File: src/bis_ram.sv
// generic single write port ram with registered read
`default_nettype none
module bis_ram #(
    parameter int WIDTH = 8,
    parameter int DEPTH = 16
) (
    input  wire logic                     i_clk,
    input  wire logic                     i_we,
    input  wire logic [$clog2(DEPTH)-1:0] i_waddr,
    input  wire logic [WIDTH-1:0]         i_wdata,
    input  wire logic                     i_re,
    input  wire logic [$clog2(DEPTH)-1:0] i_raddr,
    output logic      [WIDTH-1:0]         o_rdata
);
    logic [WIDTH-1:0] r_mem [0:DEPTH-1];

    // write then registered read
    always_ff @(posedge i_clk) begin
        if (i_we) begin
            r_mem[i_waddr] <= i_wdata;
        end
        if (i_re) begin
            o_rdata <= r_mem[i_raddr];
        end
    end
endmodule
`default_nettype wire

File: config.mk
export PLATFORM = sky130hd
export DESIGN_NAME = bis_ram
export DESIGN_NICKNAME = d
export VERILOG_FILES = /design/src/bis_ram.sv
export SDC_FILE = /design/constraint.sdc
export NUM_CORES = 1
export LEC_CHECK = 0
export ABC_AREA = 0
export BUFFER_PORTS_ARGS = -buffer_cell sky130_fd_sc_hd__buf_2
export CAP_MARGIN = 10
export CORE_UTILIZATION = 45
export CTS_CLUSTER_DIAMETER = 30
export DETAILED_ROUTE_END_ITERATION = 10
export SETUP_SLACK_MARGIN = 0.05
export SLEW_MARGIN = 20
export SYNTH_ARGS = -nofsm -noshare
export SYNTH_HDL_FRONTEND = slang
export SYNTH_SLANG_ARGS = --single-unit
File: constraint.sdc
create_clock -name i_clk -period 2.5 [get_ports i_clk]
set_input_delay 0.5 -clock i_clk [delete_from_list [all_inputs] [get_ports i_clk]]
set_output_delay 0.5 -clock i_clk [all_outputs]
set_load 0.01 [all_outputs]
## After elaboration in Yosys (flattened, before gate mapping)

Memories as Yosys holds them, arrays and structs flattened. A register that Yosys moved wholly into a read port is not among the register bits.
Cells that the tools add are included.

| storage, ports and cells | value |
|---|---|
| register bits | 0 |
| bits in writable memories | 128 |
| input bits | 19 |
| output and inout bits | 8 |
| logic and storage cells | 3 |
| memories | 1 |

Memories:

| name | words | width | read ports | clocked after memory_dff | wr ports | RTL line | source |
|---|---|---|---|---|---|---|---|
| r_mem | 16 | 8 | 1 | 1 | 1 | 15 | `logic [WIDTH-1:0] r_mem [0:DEPTH-1];` |

| cells by class | value |
|---|---|
| muxes and demuxes | 2 |

Operators by type and width:

| cell | number |
|---|---|
| two-way mux 1 bit | 2 |

## Logic depth before layout (Yosys ltp)

Gate-level depths: netlist (run 1).

| depth | value |
|---|---|
| word-level depth | 2 |
| depth in mapped cells | 5 |
| gate-level depth less buffers | 3 |

## Worst setup path after synthesis (run 1)

Ideal clock, no wire load.

| timing | value |
|---|---|
| path type | input to register |
| from | in i_waddr[2] |
| to | mem r_mem[0][0], enable pin |
| library setup time | 383 ps |
| data arrival time | 1610 ps |
| required time | 2117 ps |
| slack | 507 ps |
| stages on the path | 2 |
| buffers on the path | 0 |
| cell sequence | or3b_2 -> nor3_1 |

RTL lines:

| item | RTL line | source |
|---|---|---|
| start: declaration | 9 | `input wire logic [$clog2(DEPTH)-1:0] i_waddr,` |
| end: declaration | 15 |  |

No word-level cell before the write port.

==> run summary, run 1 <==
The run finished with clean final reports. For the initial antenna violation count, the log shows 0. Among all stages on the critical path, the largest delay is contributed by sky130_fd_sc_hd__buf_2.

Post-CTS timing repair inserted 0 buffers for setup. Once routing completed, OpenROAD measured the worst setup slack at 0.777 ns. For the CTS buffer count, the log shows 17.

For this block, the routed nets add up to 10.0 mm of wire. The critical path is of the input port to register type. The number of global-route vias before repair is 2402.

Top metal layer carrying routed signals: met4. The first global-routing pass estimated 15.0 mm of wire. The aggregate global routing overflow was 0. The quantity of hold-fixing buffers added after cts was 0; the remaining routing DRC violations was 0. In this run the deepest clock path goes through 2 buffers. The switching power is 0.000996 W.

The tree is rooted in a sky130_fd_sc_hd__clkbuf_16. In this run the tool buffered the top-level ports with 26 buffer cells. The critical path contains buffers and inverters numbering 2 combined. Routability-driven placement finished with a final weighted congestion of 0.798.

The worst hold path terminates at o_rdata[1]$_DFFE_PP_. Static timing analysis puts the maximum clock frequency at 0.580 GHz. The routed length on met3 was 457 um; the delay contributed by the slowest stage of the critical path was 0.41 ns. For this design the ratio of total power to cell area is 842 nW/um^2. Net switching is 19.1% of the power. The worst min-delay path class was input port to register. The accumulated negative setup slack is 0 ns, and the number of DRC markers in iteration 0 is 200. The maximum fanout along the worst path is 17.

Prior to clock tree synthesis, the placed netlist has a worst setup slack of 0.318 ns. The repair_antennas step left the layout with diodes totalling 0. Per report_power, the combinational group accounts for 4.6% of the total. The post-detailed-route wirelength per cell was 23.0 um. Leakage power figure: 2.10 nW. The detailed placer's ending HPWL is 6.28 mm. Setup repair after global routing left no endpoint under its margin.

During I/O placement, the number of pins put on the boundary was 27. For the pin with the worst max-slew slack, the measured transition is 0.500 ns. The standard-cell row count is 38.

In the final routing, the length of wire on met1 measures 4.76 mm. In the finished design, the share of the clock period the worst path needs comes to 68.9%. TritonCTS built the clock tree.

The vias after detailed routing is 2428, and the max-cap check violation count is 0. The quantity of gates resized following cts is 0. Data arrives at the worst endpoint at 1.88 ns.

The number of nets handed over by synthesis was 248. The run gives 0.41 ns as the clock latency reported for the late side of the worst-skew pair. The starting density of the core was 47.2%.

The startpoint of the most critical hold path was i_re. For this run, the post-layout net count is 304. The floorplan step defined a die boundary enclosing 12100 sq um. The post-route minimum period works out to 1.72 ns.

The tools report the count of warnings emitted by yosys as 0. The endpoint identified for the worst register-to-register timing path is o_rdata[7]$_DFFE_PP_. Counting every sink on the clock net gives 136. In the final layout, the share of cells above drive strength 1 is 31.5%. The die width was 110 um; the via density per instance was 5.58. The run gives 66.7% as the worst max-slew margin expressed relative to the limit.

The startpoint identified for the worst register-to-register timing path is r_mem[11][7]$_DFFE_PP_. From bottom edge to top edge, the die measures 110 um. The number of nets with antenna violations after routing was 0; the post-synthesis cell area was 5230 sq um. The H-tree was split into 4 levels. In the synthesized netlist, the number of instances is 229.

The post-synthesis cell type count was 18; the number of max-slew violations in the final report was 0. Clock-pin slew was measured on the worst setup and hold paths at 0.06 ns. For flop-to-flop paths, the worst setup slack is 1.02 ns. Sequential group share of total power: 49.7%.

Setup violations remaining at the end of the flow were counted as 0. After synthesis the netlist holds a flip-flop and latch count of 136. For this run, the register share of the synthesized area comes to 78.1%. The depth of the worst register-to-register path was 3. Among cell families on the critical path, the largest total delay comes from buffers and inverters. The average instance in the mapped netlist occupies 22.8 sq um. STA classifies the critical path endpoint as a register. The number of hold-slack violations in the final timing report came out at 0.

The cell depth of the worst hold path came out at 1. Detailed routing placed a total of 4.69 mm of wire on met2. The signal on the critical path passes through buf_2, buf_4, mux4_1, a22oi_1, nand2_1. The clock arrives with 0.00497 ns of skew.

The first detailed-routing pass ran for 4 iterations. The floorplan step defined a core boundary enclosing 11100 sq um. STA classifies the critical path startpoint as an input port. Compared with the post-synthesis result, the final layout area differs by 18.2%. Entering global routing, the biggest net connects 33 pins. The portion of total power attributed to the clock network was 45.7%. The tools report the total internal power as 0.00421 W. The run gives 2.66 ns as the data required time of the critical path. Across every metal layer, demand over resource in global routing totals 18.8%. Across the VDD grid, the largest voltage drop is 488 uV.
## per-layer routing
metal	global-route usage, %	up-vias
li1	-	1088
met1	27.2	1275
met2	27.9	57
met3	4.80	8
met4	6.57	0
met5	0	-
## logic make-up after synthesis
kind of cell | share of synthesized area, %
mux | 14.8
flops | 78.1
simple gates | 3.14
buf+inv | 1.65
compound gates | 2.30
## power by group through the flow
stage          logic, W  registers, W  clock network (W)
2_1_floorplan  0.000130       0.00263                  0
3_3_place_gp   0.000240       0.00263                  0
3_5_place_dp   0.000245       0.00263                  0
4_1_cts        0.000245       0.00258            0.00241
5_1_grt        0.000262       0.00259            0.00253
6_report       0.000240       0.00258            0.00238
## state kept, by name, summed over array words and instances (netlist names)
signal / flops
r_mem: 128
o_rdata: 8
## worst max path at each step
stage / slack (ns) / start / endpoint / depth (start not counted)
6_report: 0.78 / i_raddr[1] / o_rdata[2]$_DFFE_PP_ / 5
5_1_grt: 0.67 / i_raddr[1] / o_rdata[2]$_DFFE_PP_ / 5
4_1_cts: 0.75 / i_raddr[1] / o_rdata[2]$_DFFE_PP_ / 5
3_5_place_dp: 0.32 / i_raddr[1] / o_rdata[2]$_DFFE_PP_ / 5
3_3_place_gp: 0.34 / i_raddr[1] / o_rdata[2]$_DFFE_PP_ / 5
2_1_floorplan: 0.51 / i_waddr[2] / r_mem[0][0]$_DFFE_PP_ / 2
## layout by cell type, fill, tap and decap left out, types with 3 or more instances in the layout
| master | Yosys | layout |
|---|---|---|
| sky130_fd_sc_hd__a22oi_1 | 16 | 16 |
| sky130_fd_sc_hd__nor2_1 | 13 | 13 |
| sky130_fd_sc_hd__clkinv_2 | 0 | 5 |
| sky130_fd_sc_hd__nand2_1 | 9 | 9 |
| sky130_fd_sc_hd__clkbuf_16 | 0 | 17 |
| sky130_fd_sc_hd__nor3_1 | 4 | 4 |
| sky130_fd_sc_hd__bufinv_16 | 0 | 3 |
| sky130_fd_sc_hd__mux4_1 | 14 | 14 |
| sky130_fd_sc_hd__mux4_2 | 18 | 18 |
| sky130_fd_sc_hd__buf_4 | 1 | 20 |
| sky130_fd_sc_hd__buf_2 | 3 | 26 |
| sky130_fd_sc_hd__edfxtp_1 | 136 | 136 |
## final cells by class
class	instances	area, sq um
Clock buffer	18	429
Clock inverter	11	134
Sequential cell	136	4080
Fill cell	826	4900
Multi-Input combinational cell	83	1060
Tap cell	140	175
Timing Repair Buffer	47	300
## per-stage QoR
stage	power, W	utilization [%]	instance area (sq um)	cells	hold WS (ns)
6_report	0.00520	55.8	6180	435	0.477
5_1_grt	0.00537	55.8	6180	435	0.471
4_1_cts	0.00524	55.8	6180	435	0.468
3_5_place_dp	0.00287	50.7	5620	406	0.744
3_3_place_gp	0.00287	50.7	5620	406	0.733
2_1_floorplan	0.00276	-	5230	229	0.599
## cell usage after synthesis
library cell,count,area [sq um]
sky130_fd_sc_hd__nand3b_1,2,15.0
sky130_fd_sc_hd__and2_1,1,6.26
sky130_fd_sc_hd__mux4_1,14,368
sky130_fd_sc_hd__nand2b_1,2,12.5
sky130_fd_sc_hd__buf_4,1,7.51
sky130_fd_sc_hd__or3b_2,1,8.76
sky130_fd_sc_hd__clkdlybuf4s25_2,3,30.0
sky130_fd_sc_hd__mux4_2,18,405
sky130_fd_sc_hd__nor2_1,13,48.8
sky130_fd_sc_hd__edfxtp_1,136,4080
sky130_fd_sc_hd__and2b_1,1,7.51
sky130_fd_sc_hd__nor3_1,4,20.0
sky130_fd_sc_hd__nand2_1,9,33.8
sky130_fd_sc_hd__nor2b_1,1,6.26
sky130_fd_sc_hd__a22oi_1,16,120
sky130_fd_sc_hd__buf_2,3,15.0
sky130_fd_sc_hd__nand3_1,1,5.00
sky130_fd_sc_hd__buf_6,3,33.8
Power figures use the tool's default switching activity.
==> run 2, diff against run 1 <==
clock period = 1.47 ns   (was 2.5 ns; I/O delays follow)
==> run 2 against run 1 <==
Hold slack got worse by 0.20 ns. Core utilization increased by 0.58 points. Flip-flop and latch count unchanged. Setup slack got worse by 0.72 ns. Clock skew increased by 0.0010 ns. Non-clock buffer count increased by 5. Global-route usage decreased by 0.18 points. Routed wire length decreased by 3.2%. First-iteration DRC count decreased by 45%. Largest power group unchanged. Critical path depth decreased by 2.
==> run summary, run 2 (synthesized netlist as in run 1, its figures left out) <==
Post-route fraction of the period consumed by the critical path: 96.0%. The worst max-slew margin expressed relative to the limit came out at 31.6% (-35 points). For the leakage power figure, the log shows 2.08 nW (-1.1%). The standard-cell row count is 38 (unchanged), and the detailed-router iteration count before antenna repair is 4 (unchanged).

Walking the worst path, the cells encountered are mux4_2, a22oi_1, nand2_1. End point of the worst hold path: r_mem[0][7]$_DFFE_PP_. The flow ran to the end, and the final reports show no timing, DRC or antenna violations. The worst setup path is captured at a register. The tools report the CTS buffer count as 17 (unchanged). The global placement routability congestion was 0.696 (-13%); the number of H-tree levels was 4 (unchanged). The sum of buffers and inverters on the critical path is 0 (-2), and the overall routed net length is 9.68 mm (-3.2%). The post-placement setup slack is -0.322 ns (-0.640 ns). For the layout filler cell count, the log shows 828 (+0.24%). The starting density of the core came out at 47.2% (unchanged). The number of nets with antenna violations after routing is 0 (unchanged). TritonCTS built the clock tree. The via density per instance was 5.51 (-1.2%); the overall power after layout was 0.00846 W (+63%).

The maximum fanout along the worst path came out at 1 (-16). Startpoint of the most critical hold path: i_wdata[7]. The number of max-slew violations in the final report came out at 0 (unchanged). The floorplan die height was 110 um (unchanged); the post-detailed-route wirelength per cell was 22.0 um (-4.1%).

The number of hold-slack violations in the final timing report is 0 (unchanged). The final setup slack of the worst path is 0.0594 ns (-0.717 ns). The count of input and output buffers works out to 26 (unchanged).

The count of final setup violators came out at 0 (unchanged). The top register by number of flip-flops is r_mem. The min-delay analysis places its worst path in the category input port to register. The buffer levels on the longest clock path was 2 (unchanged); the detailed placer's ending HPWL was 6.22 mm (-0.83%). Setup repair after global routing could not meet its margin everywhere. The clock transition at the register clock pins on the worst setup and hold paths after CTS came out at 0.06 ns (about the same). The tools report the largest net degree at the start of global routing as 17 (-48%). The library cell used most frequently in the layout, excluding fill and tap cells, is sky130_fd_sc_hd__edfxtp_1.

The power density over the cells works out to 1360 nW/um^2 (+61%). The initial antenna violation count was 0 (unchanged). The cell depth of the worst hold path is 1 (unchanged). The total track usage is 18.6% (-0.18 points), and the setup slack of the most critical reg-to-reg path is 0.06 ns (-0.96 ns).

The placeable core region is 11100 sq um (unchanged). Cell class contributing the biggest share of worst-path delay: multiplexers. The tools report the number of DRC markers in iteration 0 as 110 (-45%).

In this run the worst setup path begins at r_mem[2][0]$_DFFE_PP_. The tools report the clock latency reported for the late side of the worst-skew pair as 0.40 ns (about the same). The number of sinks handled by clock tree synthesis is 136 (unchanged). The data required time of the critical path came out at 1.62 ns (-1.04 ns). The overall die area came out at 12100 sq um (unchanged).

Number of global-route vias before repair: 2535 (+5.5%). Cell with the largest stage delay on the worst path: sky130_fd_sc_hd__mux4_2. The worst clock skew on the final layout was 0.00598 ns (+0.00101 ns). The slew at the pin closest to its max-slew limit was 1.02 ns (+0.524 ns). The path type of the worst setup path is register to register. Area growth from synthesis to final layout: 19.4%.

The depth of the worst register-to-register path was 3 (unchanged). The run gives 0.709 GHz as the achievable clock frequency. The tree is rooted in a sky130_fd_sc_hd__clkbuf_16. The beginning of the worst register-to-register path was r_mem[2][0]$_DFFE_PP_. The run gives 1.56 ns (-0.32 ns) as the arrival time of the worst setup path. The worst setup path is launched from a register. For the quantity of hold-fixing buffers added after cts, the log shows 0 (unchanged). The largest registers in the layout are r_mem (128), o_rdata (8). The count of inserted antenna diode cells is 0 (unchanged), and the max-cap check violation count is 0 (unchanged).

In this run the critical register-to-register path is captured at o_rdata[0]$_DFFE_PP_. The post-route minimum period was 1.41 ns. The library cells used most frequently in the layout, excluding fill and tap cells, are 136 x sky130_fd_sc_hd__edfxtp_1, 30 x sky130_fd_sc_hd__mux4_2, 26 x sky130_fd_sc_hd__buf_2.

The number of buffers added for setup after CTS was 0 (unchanged); the worst vdd rail ir drop was 791 uV (+62%). The flip-flop count of the largest register, all copies and words added is 128 (unchanged). The number of ports placed on the die boundary is 27 (unchanged), and the global-route wire length before repair is 14.8 mm (-1.6%).

The die width was 110 um (unchanged); the remaining routing DRC violations was 0 (unchanged). The run gives 309 (+1.6%) as the post-layout net count. The delay contributed by the slowest stage of the critical path was 0.47 ns (+0.06 ns); the layout cell share with drive strength beyond 1 was 39.1% (+7.6 points).

Aggregate global routing overflow: 0 (unchanged). The vias after detailed routing came out at 2420 (-0.33%).
run 2: changes by cell type in the layout (fill, tap and decap cells not counted), sizes merged:
cell,previous run,this run
clkbuf,18,21
clkinvlp,2,0
buf,47,52
bufinv,3,1
run 2: worst max path at each step:
stage / endpoint / slack, ns / cells past startpoint
finish: o_rdata[0]$_DFFE_PP_ / 0.06 / 3
global route: o_rdata[0]$_DFFE_PP_ / 0.009 / 3
CTS: o_rdata[0]$_DFFE_PP_ / 0.05 / 3
detailed placement: o_rdata[1]$_DFFE_PP_ / -0.32 / 5
global placement: o_rdata[1]$_DFFE_PP_ / -0.33 / 5
floorplan: o_rdata[2]$_DFFE_PP_ / -0.04 / 5
run 2: through the flow:
stage          cells  hold WS, ns  setup TNS, ns  util, %  instance area [sq um]
6_report         439        0.276              0     56.4                   6240
5_1_grt          439        0.258              0     56.4                   6240
2_1_floorplan    229        0.393         -0.229        -                   5260
3_5_place_dp     411        0.691          -2.83     51.7                   5720
4_1_cts          439        0.260              0     56.3                   6240
3_3_place_gp     411        0.683          -2.74     51.7                   5720
run 2: final cells by class:
cell class | count | area [sq um] | share of cell area (%)
timing repair buffer | 52 | 413 | 6.61
clock inverter | 7 | 57.6 | 0.922
multi-input combinational | 83 | 1070 | 17.2
clock buffer | 21 | 440 | 7.05
tap | 140 | 175 | 2.81
sequential | 136 | 4080 | 65.4
run 2: routing by layer:
metal  wire (um)  vias up  GRT usage, %
met3         572        6          5.51
met1        4140     1246          25.5
met4          61        0          7.81
met2        4900       78          28.1
li1            -     1090             -
met5           0        -             0
run 2: timing repair:
action / CTS / global route
setup endpoints to repair: 5 / 5
pin swaps: 0 / 1
gates resized for setup: 5 / 3
gates cloned: 0 / 0
run 2: report_power, final:
part           switching (W)  leakage (nW)  internal (W)
clock network        0.00137         0.247       0.00225
logic               0.000243         0.592      0.000201
registers          0.0000242          1.24       0.00437
